==> src/sv/jacobi_poisson_grid_solver_defines.svh <==
// Assertion macros for the Jacobi grid solver.
// Included by the top level; no other dependencies.
`ifndef JACOBI_POISSON_GRID_SOLVER_DEFINES_SVH
`define JACOBI_POISSON_GRID_SOLVER_DEFINES_SVH
`ifndef SYNTH
`define JPS_ASSERT_IMP(lbl, ante, cons, msg) \
    lbl: assert property (@(posedge aclk) disable iff (!aresetn) (ante) |-> (cons)) \
        else $error(msg);
`define JPS_ASSERT_NEXT(lbl, ante, cons, msg) \
    lbl: assert property (@(posedge aclk) disable iff (!aresetn) (ante) |=> (cons)) \
        else $error(msg);
`else
`define JPS_ASSERT_IMP(lbl, ante, cons, msg)
`define JPS_ASSERT_NEXT(lbl, ante, cons, msg)
`endif
`endif

==> src/sv/jps_pkg.sv <==
// Shared constants, types and helpers for the Jacobi grid solver.
// No dependencies.
`default_nettype none
package jps_pkg;
    localparam int MAX_COLS    = 64;
    localparam int MAX_ROWS    = 64;
    localparam int VALUE_WIDTH = 32;

    localparam int STORE_DEPTH = MAX_COLS * MAX_ROWS;
    localparam int ADDR_W      = $clog2(STORE_DEPTH);
    localparam int COL_W       = $clog2(MAX_COLS);
    localparam int ROW_W       = $clog2(MAX_ROWS);
    localparam int CCNT_W      = $clog2(MAX_COLS + 1);
    localparam int RCNT_W      = $clog2(MAX_ROWS + 1);

    localparam int DATA_W      = 32;
    localparam int DIAG_W      = 31;
    localparam int DIM_W       = 7;
    localparam int IDX_W       = 12;
    localparam int FUNC_W      = 2;
    localparam int ITER_W      = 16;
    localparam int ACC_W       = 64;
    localparam int FRAC_BITS   = 16;
    localparam int NUM_BITS    = 46;
    localparam int DIVIDEND_W  = NUM_BITS + FRAC_BITS;
    localparam int CFG_IDX_W   = 3;

    localparam logic signed [63:0] SAT_HI = (VALUE_WIDTH >= 32) ? 64'sh7FFF_FFFF :
                                            ((64'sd1 <<< (VALUE_WIDTH - 1)) - 64'sd1);
    localparam logic signed [63:0] SAT_LO = -SAT_HI - 64'sd1;

    localparam logic [FUNC_W-1:0] FUNC_WRITE = 2'd0;
    localparam logic [FUNC_W-1:0] FUNC_SOLVE = 2'd1;
    localparam logic [FUNC_W-1:0] FUNC_READ  = 2'd2;

    localparam logic [CFG_IDX_W-1:0] REG_COLS = 3'd0;
    localparam logic [CFG_IDX_W-1:0] REG_ROWS = 3'd1;
    localparam logic [CFG_IDX_W-1:0] REG_DIAG = 3'd2;
    localparam logic [CFG_IDX_W-1:0] REG_CX   = 3'd3;
    localparam logic [CFG_IDX_W-1:0] REG_CY   = 3'd4;
    localparam logic [CFG_IDX_W-1:0] REG_ITER = 3'd5;
    localparam logic [CFG_IDX_W-1:0] REG_TOL  = 3'd6;

    typedef struct packed {
        logic                    start;
        logic signed [ACC_W-1:0] num;
    } div_req_t;

    typedef struct packed {
        logic                     done;
        logic signed [DATA_W-1:0] quot;
    } div_rsp_t;

    function automatic logic signed [DATA_W-1:0] sat_value(input logic signed [63:0] v);
        logic signed [63:0] r;
        begin
            r = v;
            if (v > SAT_HI) r = SAT_HI;
            if (v < SAT_LO) r = SAT_LO;
            return r[DATA_W-1:0];
        end
    endfunction
endpackage
`default_nettype wire

==> src/sv/jps_div.sv <==
// Bit-serial divider: saturated Q16.16 quotient num*2^16/diag, truncated.
// Depends on jps_pkg.
`default_nettype none
module jps_div (
    input  wire logic                          aclk,
    input  wire logic                          aresetn,
    input  wire logic [jps_pkg::DIAG_W-1:0]    diag,
    input  wire jps_pkg::div_req_t             req,
    output jps_pkg::div_rsp_t                  rsp
);
    typedef enum logic [1:0] {D_IDLE, D_RUN, D_DONE} dstate_t;
    localparam int CNT_W = $clog2(jps_pkg::DIVIDEND_W);

    dstate_t                              state_reg, state_next;
    logic [CNT_W-1:0]                     cnt_reg, cnt_next;
    logic [jps_pkg::DIVIDEND_W-1:0]       dvd_reg, dvd_next;
    logic [jps_pkg::DIVIDEND_W-1:0]       quo_reg, quo_next;
    logic [jps_pkg::DIAG_W:0]             rem_reg, rem_next;
    logic                                 neg_reg, neg_next;
    logic [jps_pkg::DIAG_W:0]             trial;
    logic [jps_pkg::ACC_W-1:0]            mag;
    logic signed [63:0]                   qval;
    logic                                 over;

    always_comb begin
        state_next = state_reg;
        cnt_next   = cnt_reg;
        dvd_next   = dvd_reg;
        quo_next   = quo_reg;
        rem_next   = rem_reg;
        neg_next   = neg_reg;
        mag        = req.num[jps_pkg::ACC_W-1] ? jps_pkg::ACC_W'(-req.num)
                                               : jps_pkg::ACC_W'(req.num);
        over       = (req.num >= (64'sd1 <<< jps_pkg::NUM_BITS)) ||
                     (req.num <= -(64'sd1 <<< jps_pkg::NUM_BITS));
        trial      = {rem_reg[jps_pkg::DIAG_W-1:0], dvd_reg[jps_pkg::DIVIDEND_W-1]};
        unique case (state_reg)
            D_IDLE: begin
                if (req.start) begin
                    neg_next = req.num[jps_pkg::ACC_W-1];
                    cnt_next = '0;
                    rem_next = '0;
                    dvd_next = {mag[jps_pkg::NUM_BITS-1:0], {jps_pkg::FRAC_BITS{1'b0}}};
                    if (diag == '0 || over) begin
                        quo_next   = (req.num == '0) ? '0 : '1;
                        state_next = D_DONE;
                    end else begin
                        quo_next   = '0;
                        state_next = D_RUN;
                    end
                end
            end
            D_RUN: begin
                dvd_next = {dvd_reg[jps_pkg::DIVIDEND_W-2:0], 1'b0};
                if (trial >= {1'b0, diag}) begin
                    rem_next = trial - {1'b0, diag};
                    quo_next = {quo_reg[jps_pkg::DIVIDEND_W-2:0], 1'b1};
                end else begin
                    rem_next = trial;
                    quo_next = {quo_reg[jps_pkg::DIVIDEND_W-2:0], 1'b0};
                end
                cnt_next = cnt_reg + CNT_W'(1);
                if (cnt_reg == CNT_W'(jps_pkg::DIVIDEND_W - 1)) state_next = D_DONE;
            end
            D_DONE: state_next = D_IDLE;
            default: state_next = D_IDLE;
        endcase
    end

    always_ff @(posedge aclk) begin
        if (!aresetn) begin
            state_reg <= D_IDLE;
        end else begin
            state_reg <= state_next;
        end
        cnt_reg <= cnt_next;
        dvd_reg <= dvd_next;
        quo_reg <= quo_next;
        rem_reg <= rem_next;
        neg_reg <= neg_next;
    end

    assign qval     = neg_reg ? -$signed({2'b00, quo_reg}) : $signed({2'b00, quo_reg});
    assign rsp.done = (state_reg == D_DONE);
    assign rsp.quot = jps_pkg::sat_value(qval);
endmodule
`default_nettype wire

==> config.mk <==
export PLATFORM = sky130hd
export DESIGN_NAME = jps_div
export DESIGN_NICKNAME = d
export VERILOG_FILES = /design/src/sv/jacobi_poisson_grid_solver_defines.svh /design/src/sv/jps_pkg.sv /design/src/sv/jps_div.sv
export SDC_FILE = /design/constraint.sdc
export NUM_CORES = 1
export LEC_CHECK = 0
export BUFFER_PORTS_ARGS = -buffer_cell sky130_fd_sc_hd__buf_2
export CAP_MARGIN = 20
export CORE_MARGIN = 2
export CORE_UTILIZATION = 55
export CTS_BUF_LIST = sky130_fd_sc_hd__clkbuf_2
export DETAILED_ROUTE_END_ITERATION = 10
export GPL_ROUTABILITY_DRIVEN = 0
export MAX_ROUTING_LAYER = met4
export PLACE_DENSITY = 0.76
export SKIP_CTS_REPAIR_TIMING = 1
export SYNTH_ARGS = -nofsm -noshare
export SYNTH_HDL_FRONTEND = slang
export SYNTH_SLANG_ARGS = --single-unit
==> constraint.sdc <==
create_clock -name aclk -period 6.87 [get_ports aclk]
set_input_delay 0.3435 -clock aclk [delete_from_list [all_inputs] [get_ports aclk]]
set_output_delay 0.3435 -clock aclk [all_outputs]
set_load 0.01 [all_outputs]
### After elaboration in Yosys (flattened, before gate mapping)

Index checks and enable logic that the tools add are counted.

| storage, ports and cells | value |
|---|---|
| flip-flop bits (word level) | 164 |
| bits in latches | 0 |
| memory bits (writable) | 0 |
| ROM bits | 0 |
| input bits | 98 |
| word-level logic and storage cells | 49 |
| memories | 0 |

| cells by class | value |
|---|---|
| add/sub/neg operators | 4 |
| multipliers | 0 |
| divide/modulo/power cells | 0 |
| order comparisons | 5 |
| eq/ne operators | 5 |
| shifts and indexed selects | 0 |
| mux-type cells | 20 |
| bitwise operators | 0 |
| reduce and logical (&&, ||, !) cells | 9 |

Operators by type and width:

| operator | number |
|---|---|
| 62-bit two-way mux | 4 |
| 62-bit one-hot mux with 2 select lines | 2 |
| 64-bit by 48-bit >= comparator with 1-bit output, second input constant | 1 |
| 64-bit by 32-bit > comparator with 1-bit output, second input constant | 1 |
| 64-bit by 47-bit less-or-equal comparator with 1-bit output, second input constant | 1 |
| 64-bit zero test | 1 |
| 64-bit by 32-bit < comparator with 1-bit output, second input constant | 1 |
| 32-bit two-way mux | 2 |
| 64-bit two-way mux | 1 |
| 62-bit negation with 64-bit output | 1 |
| 31-bit two-way mux | 2 |
| 31-bit one-hot mux with 2 select lines | 1 |
| 46-bit two-way mux | 1 |
| 46-bit negation | 1 |
| 32-bit by 31-bit >= comparator with 1-bit output | 1 |
| 31-bit zero test | 1 |
| 31-bit subtractor | 1 |
| 6-bit one-hot mux with 2 select lines | 1 |
| 6-bit by 1-bit adder with 6-bit output, second input constant | 1 |
| 6-bit == test, second input constant | 1 |
| 2-bit two-way mux | 3 |
| 6-bit two-way mux | 1 |
| 2-bit AND reduction | 3 |
| 2-bit != test, second input constant | 2 |
| other kinds (7) | 8 |

### Logic depth before layout (Yosys ltp)

| logic depth | value |
|---|---|
| depth in word-level cells | 6 |
| depth in mapped cells | 14 |
| depth with buffers taken out | 12 |

### Least setup slack after synthesis

OpenSTA, ideal clock, no wires.

| timing path | value |
|---|---|
| kind | register -> register |
| from | register state_reg[0] |
| to | register cnt_reg[0] (enable) |
| library setup time | 0.653 ns |
| arrival time | 6.488 ns |
| slack | -0.271 ns |
| stages on the path, launching flop included | 3 |
| clock period less this slack | 7.141 ns |
| path through | dfxtp_1 nor2_1 nor2_1 |

| between the ends | value |
|---|---|
| longest elaborated chain between the ends | 3 |

Ends and longest elaborated chain:

| element | RTL line | text |
|---|---|---|
| start, declared | jps_div.sv:14 | `dstate_t state_reg, state_next;` |
| start signal, assigned | jps_div.sv:74 | `state_reg <= state_next;` |
| 2-bit by 1-bit == test with 1-bit output or 2-bit zero test (tied branches) | jps_div.sv:37 | `unique case (state_reg)` |
| 2-bit nonzero test (no line) or 2-bit != test (tied branches) | - |  |
| 2-bit AND reduction (no line) * | - |  |
| end signal, assigned | jps_div.sv:76 | `cnt_reg <= cnt_next;` |
| end, declared | jps_div.sv:15 | `logic [CNT_W-1:0] cnt_reg, cnt_next;` |

Every way passes the cells marked *; elsewhere a longest branch is shown, timed or not.
A chain may end at the register's enable or synchronous reset.

==> results.py <==
metrics = {
    "outcome": {
        "outcome": "finished clean",
    },
    "sta": {
        "fin_crit_ns": 6.11,
        "rsz0062_at_grt": "no",
        "setup_tns_ns": 0,
        "clock_skew_ns": 0.0555,
        "post-route-period-util": 0.890,
        "maxSlewViolCount": 0,
        "hold-worst-slack_ns": 0.0236,
        "timing.fmax_ghz": 0.164,
        "timing.final.setup_violations": 0,
        "worstMarginPinSlew_ns": 1.02,
        "worst_slew_margin_rel": 0.319,
        "hold_violations": 0,
    },
    "setup_path": {
        "worstPathArrival_ns": 5.77,
        "cp.required_ns": 6.53,
        "cp-start-kind": "flop",
        "worst-r2r-cell-count": 13,
        "cp-end-kind": "primary output",
        "critPathMaxFanout": 31,
        "timing.rr.start": "dvd_reg[61]",
        "reg2reg_slack_ns": 2.87,
        "timing.rr.end": "rem_reg[29]",
        "critical_path_class": "flop to primary output",
    },
    "drt": {
        "drtAntennaViolNets": 0,
        "dr.pass1.iters": 5,
        "drc_errors": 0,
        "vias_per_cell": 6.00,
        "wl_um": 26000,
        "drt-initial-drc-count": 726,
        "wl_per_cell_um": 16.4,
        "dr_total_vias": 9540,
    },
    "power_and_ir_drop": {
        "switching_share": 0.307,
        "combinationalPowerShare": 0.200,
        "leakage_nw": 4.45,
        "max-vdd-ir-drop_mv": 0.113,
        "p_switching_mw": 0.596,
        "powerDensity_nw_per_um2": 155,
        "internal_power_mw": 1.34,
        "clockPowerShare": 0.259,
        "seqPwrFrac": 0.541,
    },
    "logic_synthesis": {
        "syn_area_um2": 11100,
        "yosys-mux-area-fraction": 0.0263,
        "syn-instance-count": 1183,
        "syn_nets": 1317,
        "ys_types": 77,
        "synthArstFlopShare": 0,
        "synthAdderAreaFrac": 0.0411,
        "synth_seq_cells": 148,
        "synth_ff_type": "edfxtp_1",
        "synth_xor_area_frac": 0.0880,
        "syn_area_per_cell_um2": 9.42,
        "synth_compound_area_frac": 0.212,
        "yosysSeqAreaShare": 0.397,
        "synth_edf_count": 146,
        "yosysWarnings": 0,
        "synth_top_family_by_area": "compound AO/OA/AOI/OAI gates",
        "synth_simple_gate_area_frac": 0.188,
    },
    "place": {
        "hpwl_um": 18000,
        "dpl_cell_area_um2": 11900,
        "io_buffers": 130,
    },
    "global_route": {
        "met2_usage": 0.396,
        "grt_remaining_overflow": 0,
        "grt_max_degree": 114,
        "grt_pass1_wl_um": 42200,
        "grt_pass1_vias": 8697,
        "track_usage": 0.244,
        "grt_most_used_layer": "met2",
        "antenna_found_initial": 1,
        "grtUsageMet3": 0.0397,
        "grtUsageMet1": 0.322,
    },
    "worst_hold_path": {
        "hp-start": "req[34]",
        "hold-path-cell-count": 3,
        "holdPathEnd": "dvd_reg[50]",
        "hold_class": "input pin to flop",
    },
    "floorplan": {
        "ioPinCount": 131,
        "core-area_um2": 20000,
        "die_h_um": 146,
        "die_w_um": 146,
        "start_util": 0.556,
        "design.die.area_um2": 21400,
        "rows": 52,
    },
    "final_layout": {
        "drive_above_1_share": 0.156,
        "final_cell_mix": "edfxtp_1, buf_2, o21ai_0",
        "final_common_cell": "edfxtp_1",
        "nets": 1439,
        "stdcell_area_um2": 12500,
        "largest_register_ffs": 62,
        "area_growth_pct": 12.2,
    },
    "cts": {
        "cts_buffers": 17,
        "cts_max_path_buffers": 2,
        "cts_tree": "yes",
        "clk_latency_ns": 0.77,
        "htree_levels": 4,
        "clkSinkCount": 148,
        "cts_root_buf": "clkbuf_2",
        "clkTransAtPathRegs_ns": 0.23,
    },
    "flow_run": {
        "maxCapViolations": 0,
    },
}
[power by group through the flow]
| stage | registers [mW] | clock network, mW | logic (mW) |
|---|---|---|---|
| 2_1_floorplan | 1.07 | 0 | 0.262 |
| 3_3_place_gp | 1.07 | 0 | 0.361 |
| 3_5_place_dp | 1.07 | 0 | 0.370 |
| 4_1_cts | 1.05 | 0.515 | 0.371 |
| 5_1_grt | 1.05 | 0.547 | 0.431 |
| 6_report | 1.05 | 0.502 | 0.388 |
[layer usage]
layer / share of wire / up-vias / wire [um]
met2: 0.49 / 289 / 12700
met4: 0.013 / 0 / 331
li1: - / 4715 / -
met1: 0.46 / 4507 / 11900
met5: 0 / - / 0
met3: 0.044 / 29 / 1150
[layout make-up]
cell class	count	area, um2
inverters	53	199
fillers	1757	7540
flip-flops and latches	148	4420
multi-input cells	912	6230
repair buffers	173	1080
well taps	270	338
clock inverters	15	144
diodes	1	2.50
clock buffers	17	85.1
[cell families after synthesis]
| group | after synthesis |
|---|---|
| and+or+nand+nor | 377 |
| AOI/OAI and AO/OA | 358 |
| DFF | 148 |
| buffers and inverters | 123 |
| xor gates and xnor gates | 112 |
| adders and majority gates | 36 |
| muxes | 29 |
[how the worst max path moves through the flow]
stage	startpoint	slack [ns]	end
3_3_place_gp	quo_reg[32]	1.85	rsp[10]
5_1_grt	quo_reg[31]	0.17	rsp[1]
2_1_floorplan	state_reg[0]	2.22	cnt_reg[0]
3_5_place_dp	quo_reg[32]	1.59	rsp[29]
6_report	quo_reg[31]	0.76	rsp[29]
4_1_cts	quo_reg[32]	0.70	rsp[29]
[stage by stage]
step,worst slack (ns),std cells,power [mW],util
after CTS,0.701,1552,1.93,0.606
after global routing,0.172,1589,2.03,0.624
after detailed placement,1.59,1520,1.44,0.594
after floorplan,2.22,1183,1.33,-
after global placement,1.85,1520,1.43,0.594
final,0.755,1589,1.94,0.624
[synth_stat cells, drive strengths merged (4+ instances only)]
cell type    n  area, um2
nor3        28        140
o31ai       33        268
or4         26        210
xnor2       32        280
o21a         4       30.0
clkbuf      48        180
nor4        30        245
buf         22        148
or3         26        178
nand4b       5       58.8
nand2       88        330
nand3       26        130
a211oi       8       72.6
a21oi       41        205
nor2        66        248
inv         53        199
a21boi       5       37.5
and3         7       43.8
o22ai        4       25.0
mux2i       27        270
o211ai       5       37.5
edfxtp     146       4380
nand4       20        125
o41ai       18        176
a21o        72        541
a31oi        9       56.3
nand2b      12       77.6
ha          35        438
or2          5       31.3
nor2b       18        113
xor2        80        701
o21ai      128        641
[critical path: stages, from the launching register on]
cell and delay [ns]:
edfxtp_1 0.51, nor4_1 0.66, nand4_1 0.58, or4_4 0.77, o41ai_1 0.43, xor2_1 0.22, nand3_1 0.09, or4_1 0.56
o31ai_4 0.81, o21ai_1 0.19, buf_2 0.20
No activity file was read; power rests on OpenSTA's default activity.
